**src/rtl/assert_macros.svh**
```systemverilog
// Assertion helpers shared by the RTL.
`ifndef ASSERT_MACROS_SVH
`define ASSERT_MACROS_SVH

// Same-cycle implication, off during reset.
`define ASSERT_IMPLY(label, clk, rst_n, ante, cons) \
    label: assert property (@(posedge clk) disable iff (!rst_n) (ante) |-> (cons)) \
        else $error("implication check failed");

// Next-cycle implication, off during reset.
`define ASSERT_NEXT(label, clk, rst_n, ante, cons) \
    label: assert property (@(posedge clk) disable iff (!rst_n) (ante) |=> (cons)) \
        else $error("next-cycle check failed");

`endif

```
**src/rtl/sbcr_pkg.sv**
```systemverilog
package sbcr_pkg;

    localparam int COORD_BITS = 12;
    // Working width: covers a snapped coordinate plus size and velocity.
    localparam int CW = COORD_BITS + 3;
    localparam int SIZE_BITS = 10;
    localparam int VEL_BITS = 9;

    localparam logic signed [CW-1:0] ONE = CW'(1);
    localparam logic signed [VEL_BITS-1:0] VEL_ONE = VEL_BITS'(1);
    localparam logic signed [VEL_BITS-1:0] VEL_ZERO = '0;

    localparam logic signed [CW-1:0] SAT_HI = CW'((1 << (COORD_BITS - 1)) - 1);
    localparam logic signed [CW-1:0] SAT_LO = -SAT_HI - ONE;

    localparam logic [2:0] CORNER_NONE = 3'd0;
    localparam logic [2:0] CORNER_TL   = 3'd1;
    localparam logic [2:0] CORNER_TR   = 3'd2;
    localparam logic [2:0] CORNER_BL   = 3'd3;
    localparam logic [2:0] CORNER_BR   = 3'd4;

    localparam logic REG_MOVER_WIDTH  = 1'b0;
    localparam logic REG_MOVER_HEIGHT = 1'b1;

    typedef struct packed {
        logic signed [CW-1:0]       x;
        logic signed [CW-1:0]       y;
        logic signed [VEL_BITS-1:0] vx;
        logic signed [VEL_BITS-1:0] vy;
        logic signed [CW-1:0]       px;
        logic signed [CW-1:0]       py;
        logic [SIZE_BITS-1:0]       pw;
        logic [SIZE_BITS-1:0]       ph;
        logic                       key;
        logic                       side;
        logic                       tb;
        logic                       jump;
        logic [2:0]                 corner;
    } item_t;

    function automatic logic signed [CW-1:0] ext_size(input logic [SIZE_BITS-1:0] v);
        return CW'(v);
    endfunction

    function automatic logic signed [CW-1:0] ext_vel(input logic signed [VEL_BITS-1:0] v);
        return CW'(v);
    endfunction

    function automatic logic signed [COORD_BITS-1:0] sat_coord(
        input logic signed [CW-1:0] v);
        logic signed [CW-1:0] r;
        if (v > SAT_HI) begin
            r = SAT_HI;
        end else if (v < SAT_LO) begin
            r = SAT_LO;
        end else begin
            r = v;
        end
        return r[COORD_BITS-1:0];
    endfunction

endpackage

```
**src/rtl/sbcr_side.sv**
```systemverilog
module sbcr_side (
    input  logic                  aclk,
    input  logic                  aresetn,
    input  logic [9:0]            mover_width,
    input  logic [9:0]            mover_height,
    input  logic                  in_valid,
    output logic                  in_ready,
    input  sbcr_pkg::item_t       in_item,
    output logic                  out_valid,
    input  logic                  out_ready,
    output sbcr_pkg::item_t       out_item
);

    logic            valid_reg;
    sbcr_pkg::item_t item_reg;
    sbcr_pkg::item_t item_next;

    logic signed [sbcr_pkg::CW-1:0] mw, mh, x, y, vx, px, py, pw, ph;
    logic cross_y, hit_left, hit_right;

    always_comb begin
        mw = sbcr_pkg::ext_size(mover_width);
        mh = sbcr_pkg::ext_size(mover_height);
        x  = in_item.x;
        y  = in_item.y;
        vx = sbcr_pkg::ext_vel(in_item.vx);
        px = in_item.px;
        py = in_item.py;
        pw = sbcr_pkg::ext_size(in_item.pw);
        ph = sbcr_pkg::ext_size(in_item.ph);

        cross_y   = (y <= py + ph) && (y + mh >= py);
        hit_left  = cross_y && (x + mw < px) && (x + mw + vx >= px);
        // A left snap leaves the box left of the platform, so right cannot follow
        hit_right = cross_y && !(x + mw < px) && (x > px + pw) && (x + vx <= px + pw);

        item_next      = in_item;
        item_next.side = 1'b0;
        if (hit_left) begin
            item_next.x    = px - mw - sbcr_pkg::ONE;
            item_next.vx   = sbcr_pkg::VEL_ZERO;
            item_next.side = 1'b1;
        end else if (hit_right) begin
            item_next.x    = px + pw + sbcr_pkg::ONE;
            item_next.vx   = sbcr_pkg::VEL_ZERO;
            item_next.side = 1'b1;
        end
    end

    assign in_ready  = !valid_reg || out_ready;
    assign out_valid = valid_reg;
    assign out_item  = item_reg;

    always_ff @(posedge aclk) begin
        if (!aresetn) begin
            valid_reg <= 1'b0;
        end else if (in_ready) begin
            valid_reg <= in_valid;
        end
    end

    always_ff @(posedge aclk) begin
        if (in_ready && in_valid) begin
            item_reg <= item_next;
        end
    end

endmodule

```
**src/rtl/sbcr_topbot.sv**
```systemverilog
module sbcr_topbot (
    input  logic                  aclk,
    input  logic                  aresetn,
    input  logic [9:0]            mover_width,
    input  logic [9:0]            mover_height,
    input  logic                  in_valid,
    output logic                  in_ready,
    input  sbcr_pkg::item_t       in_item,
    output logic                  out_valid,
    input  logic                  out_ready,
    output sbcr_pkg::item_t       out_item
);

    logic            valid_reg;
    sbcr_pkg::item_t item_reg;
    sbcr_pkg::item_t item_next;

    logic signed [sbcr_pkg::CW-1:0] mw, mh, x, y, vy, px, py, pw, ph;
    logic cross_x, hit_top, hit_bot;

    always_comb begin
        mw = sbcr_pkg::ext_size(mover_width);
        mh = sbcr_pkg::ext_size(mover_height);
        x  = in_item.x;
        y  = in_item.y;
        vy = sbcr_pkg::ext_vel(in_item.vy);
        px = in_item.px;
        py = in_item.py;
        pw = sbcr_pkg::ext_size(in_item.pw);
        ph = sbcr_pkg::ext_size(in_item.ph);

        cross_x = (x + mw >= px) && (x <= px + pw);
        hit_top = cross_x && (y + mh < py) && (y + mh + vy >= py);
        // A top snap leaves the box above the platform, so bottom cannot follow
        hit_bot = cross_x && !(y + mh < py) && (y > py + ph) && (y + vy <= py + ph);

        item_next      = in_item;
        item_next.tb   = 1'b0;
        item_next.jump = 1'b0;
        if (hit_top) begin
            item_next.y    = py - mh - sbcr_pkg::ONE;
            item_next.vy   = sbcr_pkg::VEL_ONE;
            item_next.tb   = 1'b1;
            item_next.jump = !in_item.key;
        end else if (hit_bot) begin
            item_next.y  = py + ph + sbcr_pkg::ONE;
            item_next.vy = sbcr_pkg::VEL_ONE;
            item_next.tb = 1'b1;
        end
    end

    assign in_ready  = !valid_reg || out_ready;
    assign out_valid = valid_reg;
    assign out_item  = item_reg;

    always_ff @(posedge aclk) begin
        if (!aresetn) begin
            valid_reg <= 1'b0;
        end else if (in_ready) begin
            valid_reg <= in_valid;
        end
    end

    always_ff @(posedge aclk) begin
        if (in_ready && in_valid) begin
            item_reg <= item_next;
        end
    end

endmodule

```
**src/rtl/sbcr_corner.sv**
```systemverilog
module sbcr_corner (
    input  logic                  aclk,
    input  logic                  aresetn,
    input  logic [9:0]            mover_width,
    input  logic [9:0]            mover_height,
    input  logic                  in_valid,
    output logic                  in_ready,
    input  sbcr_pkg::item_t       in_item,
    output logic                  out_valid,
    input  logic                  out_ready,
    output sbcr_pkg::item_t       out_item
);

    logic            valid_reg;
    sbcr_pkg::item_t item_reg;
    sbcr_pkg::item_t item_next;

    logic signed [sbcr_pkg::CW-1:0] mw, mh, x, y, vx, vy, px, py, pw, ph;
    logic left, right, above, below;
    logic reach_l, reach_r, reach_t, reach_b;
    logic vx_pos, vx_neg, vy_pos, vy_neg;
    logic [2:0] code;

    always_comb begin
        mw = sbcr_pkg::ext_size(mover_width);
        mh = sbcr_pkg::ext_size(mover_height);
        x  = in_item.x;
        y  = in_item.y;
        vx = sbcr_pkg::ext_vel(in_item.vx);
        vy = sbcr_pkg::ext_vel(in_item.vy);
        px = in_item.px;
        py = in_item.py;
        pw = sbcr_pkg::ext_size(in_item.pw);
        ph = sbcr_pkg::ext_size(in_item.ph);

        left    = x + mw < px;
        right   = x > px + pw;
        above   = y + mh < py;
        below   = y > py + ph;
        reach_l = x + mw + vx >= px;
        reach_r = x + vx <= px + pw;
        reach_t = y + mh + vy >= py;
        reach_b = y + vy <= py + ph;
        vx_neg  = in_item.vx[sbcr_pkg::VEL_BITS-1];
        vy_neg  = in_item.vy[sbcr_pkg::VEL_BITS-1];
        vx_pos  = !vx_neg && (in_item.vx != sbcr_pkg::VEL_ZERO);
        vy_pos  = !vy_neg && (in_item.vy != sbcr_pkg::VEL_ZERO);

        if (left && above && vx_pos && vy_pos && reach_l && reach_t) begin
            code = sbcr_pkg::CORNER_TL;
        end else if (right && above && vx_neg && vy_pos && reach_r && reach_t) begin
            code = sbcr_pkg::CORNER_TR;
        end else if (left && below && vx_pos && vy_neg && reach_l && reach_b) begin
            code = sbcr_pkg::CORNER_BL;
        end else if (right && below && vx_neg && vy_neg && reach_r && reach_b) begin
            code = sbcr_pkg::CORNER_BR;
        end else begin
            code = sbcr_pkg::CORNER_NONE;
        end

        item_next        = in_item;
        item_next.corner = code;
        if (code != sbcr_pkg::CORNER_NONE) begin
            item_next.vx = sbcr_pkg::VEL_ZERO;
            item_next.vy = sbcr_pkg::VEL_ZERO;
            if (code == sbcr_pkg::CORNER_TL || code == sbcr_pkg::CORNER_BL) begin
                item_next.x = px - mw - sbcr_pkg::ONE;
            end else begin
                item_next.x = px + pw + sbcr_pkg::ONE;
            end
            // Top corners sit flush on the platform edge, no gap pixel
            if (code == sbcr_pkg::CORNER_TL || code == sbcr_pkg::CORNER_TR) begin
                item_next.y = py - mh;
            end else begin
                item_next.y = py + ph + sbcr_pkg::ONE;
            end
        end
    end

    assign in_ready  = !valid_reg || out_ready;
    assign out_valid = valid_reg;
    assign out_item  = item_reg;

    always_ff @(posedge aclk) begin
        if (!aresetn) begin
            valid_reg <= 1'b0;
        end else if (in_ready) begin
            valid_reg <= in_valid;
        end
    end

    always_ff @(posedge aclk) begin
        if (in_ready && in_valid) begin
            item_reg <= item_next;
        end
    end

endmodule

```
**src/rtl/swept_box_collision_resolve_top.sv**
```systemverilog
// Swept box collision resolver: one request per cycle while the result channel does not
// stall, and each request passes through four register stages in a row (side checks,
// top/bottom checks, corner checks, saturated output register): the accepting edge
// loads the first stage and the request moves on whenever the next stage can take it. Each
// stage holds one request and takes a new one whenever it is empty or its content moves
// on, so the pipe fills behind a stalled result. mover_width and mover_height sit at APB
// byte addresses 0x0 and 0x4.
`include "assert_macros.svh"

module swept_box_collision_resolve_top (
    input  logic                                      aclk,
    input  logic                                      aresetn,
    // configuration
    input  logic                                      psel,
    input  logic                                      penable,
    input  logic                                      pwrite,
    input  logic [2:0]                                paddr,
    input  logic [31:0]                               pwdata,
    output logic [31:0]                               prdata,
    output logic                                      pready,
    // request channel
    input  logic                                      s_valid,
    output logic                                      s_ready,
    input  logic signed [sbcr_pkg::COORD_BITS-1:0]    s_mover_x,
    input  logic signed [sbcr_pkg::COORD_BITS-1:0]    s_mover_y,
    input  logic signed [8:0]                         s_mover_vx,
    input  logic signed [8:0]                         s_mover_vy,
    input  logic signed [sbcr_pkg::COORD_BITS-1:0]    s_plat_x,
    input  logic signed [sbcr_pkg::COORD_BITS-1:0]    s_plat_y,
    input  logic [9:0]                                s_plat_w,
    input  logic [9:0]                                s_plat_h,
    input  logic                                      s_jump_key_down,
    // result channel
    output logic                                      m_valid,
    input  logic                                      m_ready,
    output logic signed [sbcr_pkg::COORD_BITS-1:0]    m_new_x,
    output logic signed [sbcr_pkg::COORD_BITS-1:0]    m_new_y,
    output logic signed [8:0]                         m_new_vx,
    output logic signed [8:0]                         m_new_vy,
    output logic                                      m_side_hit,
    output logic                                      m_topbot_hit,
    output logic [2:0]                                m_corner_code,
    output logic                                      m_jump_ready
);

    logic [9:0] mover_width_reg;
    logic [9:0] mover_height_reg;
    logic       cfg_write;

    assign pready    = 1'b1;
    assign cfg_write = psel && penable && pwrite;

    always_ff @(posedge aclk) begin
        if (!aresetn) begin
            mover_width_reg  <= 10'd32;
            mover_height_reg <= 10'd32;
        end else if (cfg_write) begin
            if (paddr[2] == sbcr_pkg::REG_MOVER_WIDTH) begin
                mover_width_reg <= pwdata[9:0];
            end else begin
                mover_height_reg <= pwdata[9:0];
            end
        end
    end

    always_comb begin
        if (paddr[2] == sbcr_pkg::REG_MOVER_WIDTH) begin
            prdata = {22'd0, mover_width_reg};
        end else begin
            prdata = {22'd0, mover_height_reg};
        end
    end

    sbcr_pkg::item_t in_item;
    sbcr_pkg::item_t side_item, tb_item, corner_item;
    logic side_valid, side_ready;
    logic tb_valid, tb_ready;
    logic corner_valid, corner_ready;

    always_comb begin
        in_item        = '0;
        in_item.x      = sbcr_pkg::CW'(s_mover_x);
        in_item.y      = sbcr_pkg::CW'(s_mover_y);
        in_item.vx     = s_mover_vx;
        in_item.vy     = s_mover_vy;
        in_item.px     = sbcr_pkg::CW'(s_plat_x);
        in_item.py     = sbcr_pkg::CW'(s_plat_y);
        in_item.pw     = s_plat_w;
        in_item.ph     = s_plat_h;
        in_item.key    = s_jump_key_down;
        in_item.corner = sbcr_pkg::CORNER_NONE;
    end

    sbcr_side u_side (
        .aclk         (aclk),
        .aresetn      (aresetn),
        .mover_width  (mover_width_reg),
        .mover_height (mover_height_reg),
        .in_valid     (s_valid),
        .in_ready     (s_ready),
        .in_item      (in_item),
        .out_valid    (side_valid),
        .out_ready    (side_ready),
        .out_item     (side_item)
    );

    sbcr_topbot u_topbot (
        .aclk         (aclk),
        .aresetn      (aresetn),
        .mover_width  (mover_width_reg),
        .mover_height (mover_height_reg),
        .in_valid     (side_valid),
        .in_ready     (side_ready),
        .in_item      (side_item),
        .out_valid    (tb_valid),
        .out_ready    (tb_ready),
        .out_item     (tb_item)
    );

    sbcr_corner u_corner (
        .aclk         (aclk),
        .aresetn      (aresetn),
        .mover_width  (mover_width_reg),
        .mover_height (mover_height_reg),
        .in_valid     (tb_valid),
        .in_ready     (tb_ready),
        .in_item      (tb_item),
        .out_valid    (corner_valid),
        .out_ready    (corner_ready),
        .out_item     (corner_item)
    );

    // Output register: saturate the position on the way in
    logic                                   out_valid_reg;
    logic signed [sbcr_pkg::COORD_BITS-1:0] new_x_reg, new_y_reg;
    logic signed [8:0]                      new_vx_reg, new_vy_reg;
    logic                                   side_hit_reg, topbot_hit_reg, jump_ready_reg;
    logic [2:0]                             corner_code_reg;

    assign corner_ready = !out_valid_reg || m_ready;

    always_ff @(posedge aclk) begin
        if (!aresetn) begin
            out_valid_reg <= 1'b0;
        end else if (corner_ready) begin
            out_valid_reg <= corner_valid;
        end
    end

    always_ff @(posedge aclk) begin
        if (corner_ready && corner_valid) begin
            new_x_reg       <= sbcr_pkg::sat_coord(corner_item.x);
            new_y_reg       <= sbcr_pkg::sat_coord(corner_item.y);
            new_vx_reg      <= corner_item.vx;
            new_vy_reg      <= corner_item.vy;
            side_hit_reg    <= corner_item.side;
            topbot_hit_reg  <= corner_item.tb;
            corner_code_reg <= corner_item.corner;
            jump_ready_reg  <= corner_item.jump;
        end
    end

    assign m_valid       = out_valid_reg;
    assign m_new_x       = new_x_reg;
    assign m_new_y       = new_y_reg;
    assign m_new_vx      = new_vx_reg;
    assign m_new_vy      = new_vy_reg;
    assign m_side_hit    = side_hit_reg;
    assign m_topbot_hit  = topbot_hit_reg;
    assign m_corner_code = corner_code_reg;
    assign m_jump_ready  = jump_ready_reg;

    `ASSERT_NEXT(a_accept_fills_side, aclk, aresetn, s_valid && s_ready, side_valid)
    `ASSERT_NEXT(a_stall_holds_result, aclk, aresetn, m_valid && !m_ready,
                 m_valid && $stable(m_new_x) && $stable(m_corner_code))
    `ASSERT_IMPLY(a_jump_needs_landing, aclk, aresetn, m_valid && m_jump_ready, m_topbot_hit)
    `ASSERT_IMPLY(a_corner_stops_box, aclk, aresetn,
                  m_valid && (m_corner_code != sbcr_pkg::CORNER_NONE),
                  (m_new_vx == 9'sd0) && (m_new_vy == 9'sd0))

endmodule
```
**config.mk**
```make
export PLATFORM = sky130hd
export DESIGN_NAME = swept_box_collision_resolve_top
export DESIGN_NICKNAME = d
export VERILOG_FILES = /design/src/rtl/sbcr_pkg.sv /design/src/rtl/sbcr_side.sv /design/src/rtl/sbcr_topbot.sv /design/src/rtl/sbcr_corner.sv /design/src/rtl/swept_box_collision_resolve_top.sv
export VERILOG_INCLUDE_DIRS = /design/src /design/src/rtl
export SDC_FILE = /design/constraint.sdc
export NUM_CORES = 1
export LEC_CHECK = 0
export ABC_AREA = 1
export BUFFER_PORTS_ARGS = -buffer_cell sky130_fd_sc_hd__buf_2
export CORE_MARGIN = 1
export CORE_UTILIZATION = 65
export CTS_BUF_LIST = sky130_fd_sc_hd__clkbuf_16
export DETAILED_ROUTE_END_ITERATION = 8
export GPL_TIMING_DRIVEN = 0
export PLACE_DENSITY = 0.95
export SYNTH_ARGS = -nofsm -noshare
export SYNTH_HDL_FRONTEND = slang
export SYNTH_SLANG_ARGS = --single-unit
```
**constraint.sdc**
```tcl
create_clock -name aclk -period 9 [get_ports aclk]
set_input_delay 0.45 -clock aclk [delete_from_list [all_inputs] [get_ports aclk]]
set_output_delay 0.45 -clock aclk [all_outputs]
set_load 0.01 [all_outputs]
```
==> flow_summary_export.csv <==
group,metric,value,unit
status,status,"finished clean",
timing,finalSetupTns,0,ns
yosys,synthCells,4614,
detailed_routing,vias_per_cell,5.85,
clocking,cts_tree,"yes",
yosys,ys_seq_area_share,26.9,%
power_and_ir_drop,irDropWorstVdd,0.000177,V
clocking,cts_hold_buf,0,
detailed_routing,vias,32500,
critical_path,start_kind,"flip-flop",
timing,whs,0.0550,ns
global_routing,grt_usage,36.9,%
global_routing,met3_usage,7.03,%
cells_and_area,drive_above_1_share,6.15,%
timing,clock.fmax,0.150,GHz
critical_path,worst-setup-path-type,"flip-flop to flip-flop",
detailed_routing,drc_errors,0,
cells_and_area,largest_reg_flops,95,
yosys,ys.flop_type,"edfxtp_1",
die,core,51400,µm²
die,die-area,53100,µm²
critical_path,max_stage_delay,0.85,ns
timing,hold_violations,0,
clocking,cts_buffers,35,
yosys,syn-cell-area,33900,µm²
run,drv_cap,0,
detailed_routing,ant_nets,0,
yosys,syn_area_per_cell,7.35,µm²
die,rows,83,
clocking,path_clk_slew,0.06,ns
global_routing,grt_pass1_wl,154000,µm
timing,slew_violations,0,
power_and_ir_drop,p_per_area,151,nW/µm²
global_routing,use_met1,46.7,%
critical_path,crit_required,9.30,ns
clocking,clockBufferDepth,3,
timing,finalClockSkew,0.0291,ns
global_routing,overflow,0,
critical_path,slowest_stage,"dfxtp_1",
clocking,htree_levels,2,
cells_and_area,area_growth,8.60,%
yosys,synth_edf_count,288,
critical_path,crit_fanout,10,
critical_path,cp.arrival,6.98,ns
yosys,synth_commonest_cells,"nand2_1, inv_1, ha_1, a21oi_1, nor2_1",
clocking,ctsResizeCount,0,
hold_path,hold_end,"u_side.out_item[6]",
timing,period_share,74.2,%
cells_and_area,fin_nets,5545,
cells_and_area,stdcell_area,36800,µm²
critical_path,critPathCaptureType,"flip-flop",
global_routing,antenna_found_initial,2,
timing,max_slew_margin,44.0,%
timing,tightestPinTransition,0.837,ns
placement,placed_area,35800,µm²
timing,fin_crit,6.68,ns
yosys,netlist-cell-type-count,54,
die,fp.dieW,230,µm
global_routing,grt_max_degree,51,
clocking,clock_sinks,312,
placement,port_buffers,163,
hold_path,hp-start,"s_jump_key_down",
die,die-height,230,µm
critical_path,r2r_cells,32,
yosys,synth_warnings,0,
cells_and_area,n_fill_cell,4014,
timing,setup_viol,0,
yosys,async_reset_ff_share,0,%
detailed_routing,routedWlPerCell,17.8,µm
yosys,synth_top_area_share,25.5,%
placement,dpl.hpwl,80400,µm
global_routing,grt.busiest_layer,"met2",
die,initial_core_util,65.9,%
placement,gp_congestion,1.01,
hold_path,min_path_cells,1,
yosys,synth_seq_cells,312,
power_and_ir_drop,leakagePower,18.9,nW
yosys,synth_area_leaders,"edfxtp_1, ha_1, nand2_1",
timing,rsz0062_at_grt,"false",
cells_and_area,final_util,71.6,%
clocking,clk_latency,0.57,ns
critical_path,r2r_setup_slack,2.32,ns
detailed_routing,drtIter0Drc,2948,
critical_path,r2r-end,"u_corner.out_item[103]",
hold_path,min_path_type,"input pin to flip-flop",
global_routing,grt_pass1_vias,30600,
die,pin_count,212,
global_routing,use_met2,59.5,%
detailed_routing,drt-total-wl,98900,µm
clocking,post_cts_buffers,0,
yosys,yosysTopAreaCell,"edfxtp_1",
detailed_routing,dr.pass1.iters,6,
critical_path,r2r-start,"mover_height_reg[1]",
yosys,synth_most_common_cell,"nand2_1",
clocking,ctsRootBufferMaster,"clkbuf_16",
critical_path,path_common_cell,"nand2_1",
-- worst max path at each step --
stage                        startpoint                      to  slack, ns  depth (start not counted)
floorplan                       m_ready    u_side.out_item[100]       3.83                          8
global placement                m_ready     u_side.out_item[22]       2.24                          9
detailed placement  mover_height_reg[1]  u_corner.out_item[103]       2.52                         32
CTS                 mover_height_reg[1]  u_corner.out_item[103]       2.43                         32
global route        mover_height_reg[1]   u_corner.out_item[97]       1.82                         32
finish              mover_height_reg[1]  u_corner.out_item[103]       2.32                         32
-- worst max-delay path: cells and delay by family, from the launching register on --
family                     cells  cell delay, ns
and+or+nand+nor               19            2.16
adders and majority gates      3            1.21
AOI/OAI and AO/OA              5            0.98
DFF                            1            0.85
buffers and inverters          3            0.72
xor gates and xnor gates       2            0.47
-- placed cells by master (no fill, tap or decap), types with 49 or more instances in the layout --
cell type  synthesis  layout
ha_1             552     552
xnor2_1           82      82
a21oi_1          371     371
o21ai_0          167     167
nor2_1           366     364
xor2_1           167     167
nor3_1            49      49
inv_1            697     699
nand4_1           78      78
nand3_1          309     309
buf_2              9     172
edfxtp_1         288     288
nand2_1         1210    1210
-- power breakdown --
part           internal (mW)  switching [mW]  leakage [nW]  total (mW)
logic                  0.893            1.53          15.5        2.42
clock network          0.740           0.600         0.506        1.34
registers               1.69           0.115          2.92        1.80
total                   3.32            2.25          18.9        5.57
-- per-stage QoR --
stage | total power [mW] | setup WS [ns] | instances
finish | 5.57 | 2.32 | 5545
detailed placement | 4.18 | 2.52 | 5483
global placement | 4.07 | 2.24 | 5478
floorplan | 3.56 | 3.83 | 4635
global route | 5.94 | 1.82 | 5544
CTS | 5.51 | 2.43 | 5543
-- cell type report --
class / instances / area, µm² / share of cell area [%]
antenna: 2 / 5.00 / 0.0136
buffer: 55 / 353 / 0.959
clock buffer: 35 / 876 / 2.38
clock inverter: 25 / 163 / 0.442
inverter: 698 / 2620 / 7.13
multi-input combinational: 3570 / 21900 / 59.5
sequential: 312 / 9130 / 24.8
tap: 680 / 851 / 2.31
timing repair buffer: 168 / 923 / 2.51
-- logic make-up after synthesis --
family	Yosys count	synth area share [%]
AND/OR/NAND/NOR	2089	25.9
buffers and inverters	753	8.77
AO/OA/AOI/OAI	631	10.0
adder cells (fa/ha/maj)	576	21.8
flip-flops	312	26.9
XOR/XNOR	251	6.53
other	2	0.0222
-- layer usage --
layer / part of all wire, % / vias to the layer above
met1: 40 / 14700
met3: 10 / 385
met2: 44 / 1577
met5: 0.018 / -
li1: - / 15800
met4: 6.0 / 2
Note: power is estimated with default switching activity, not from simulation.
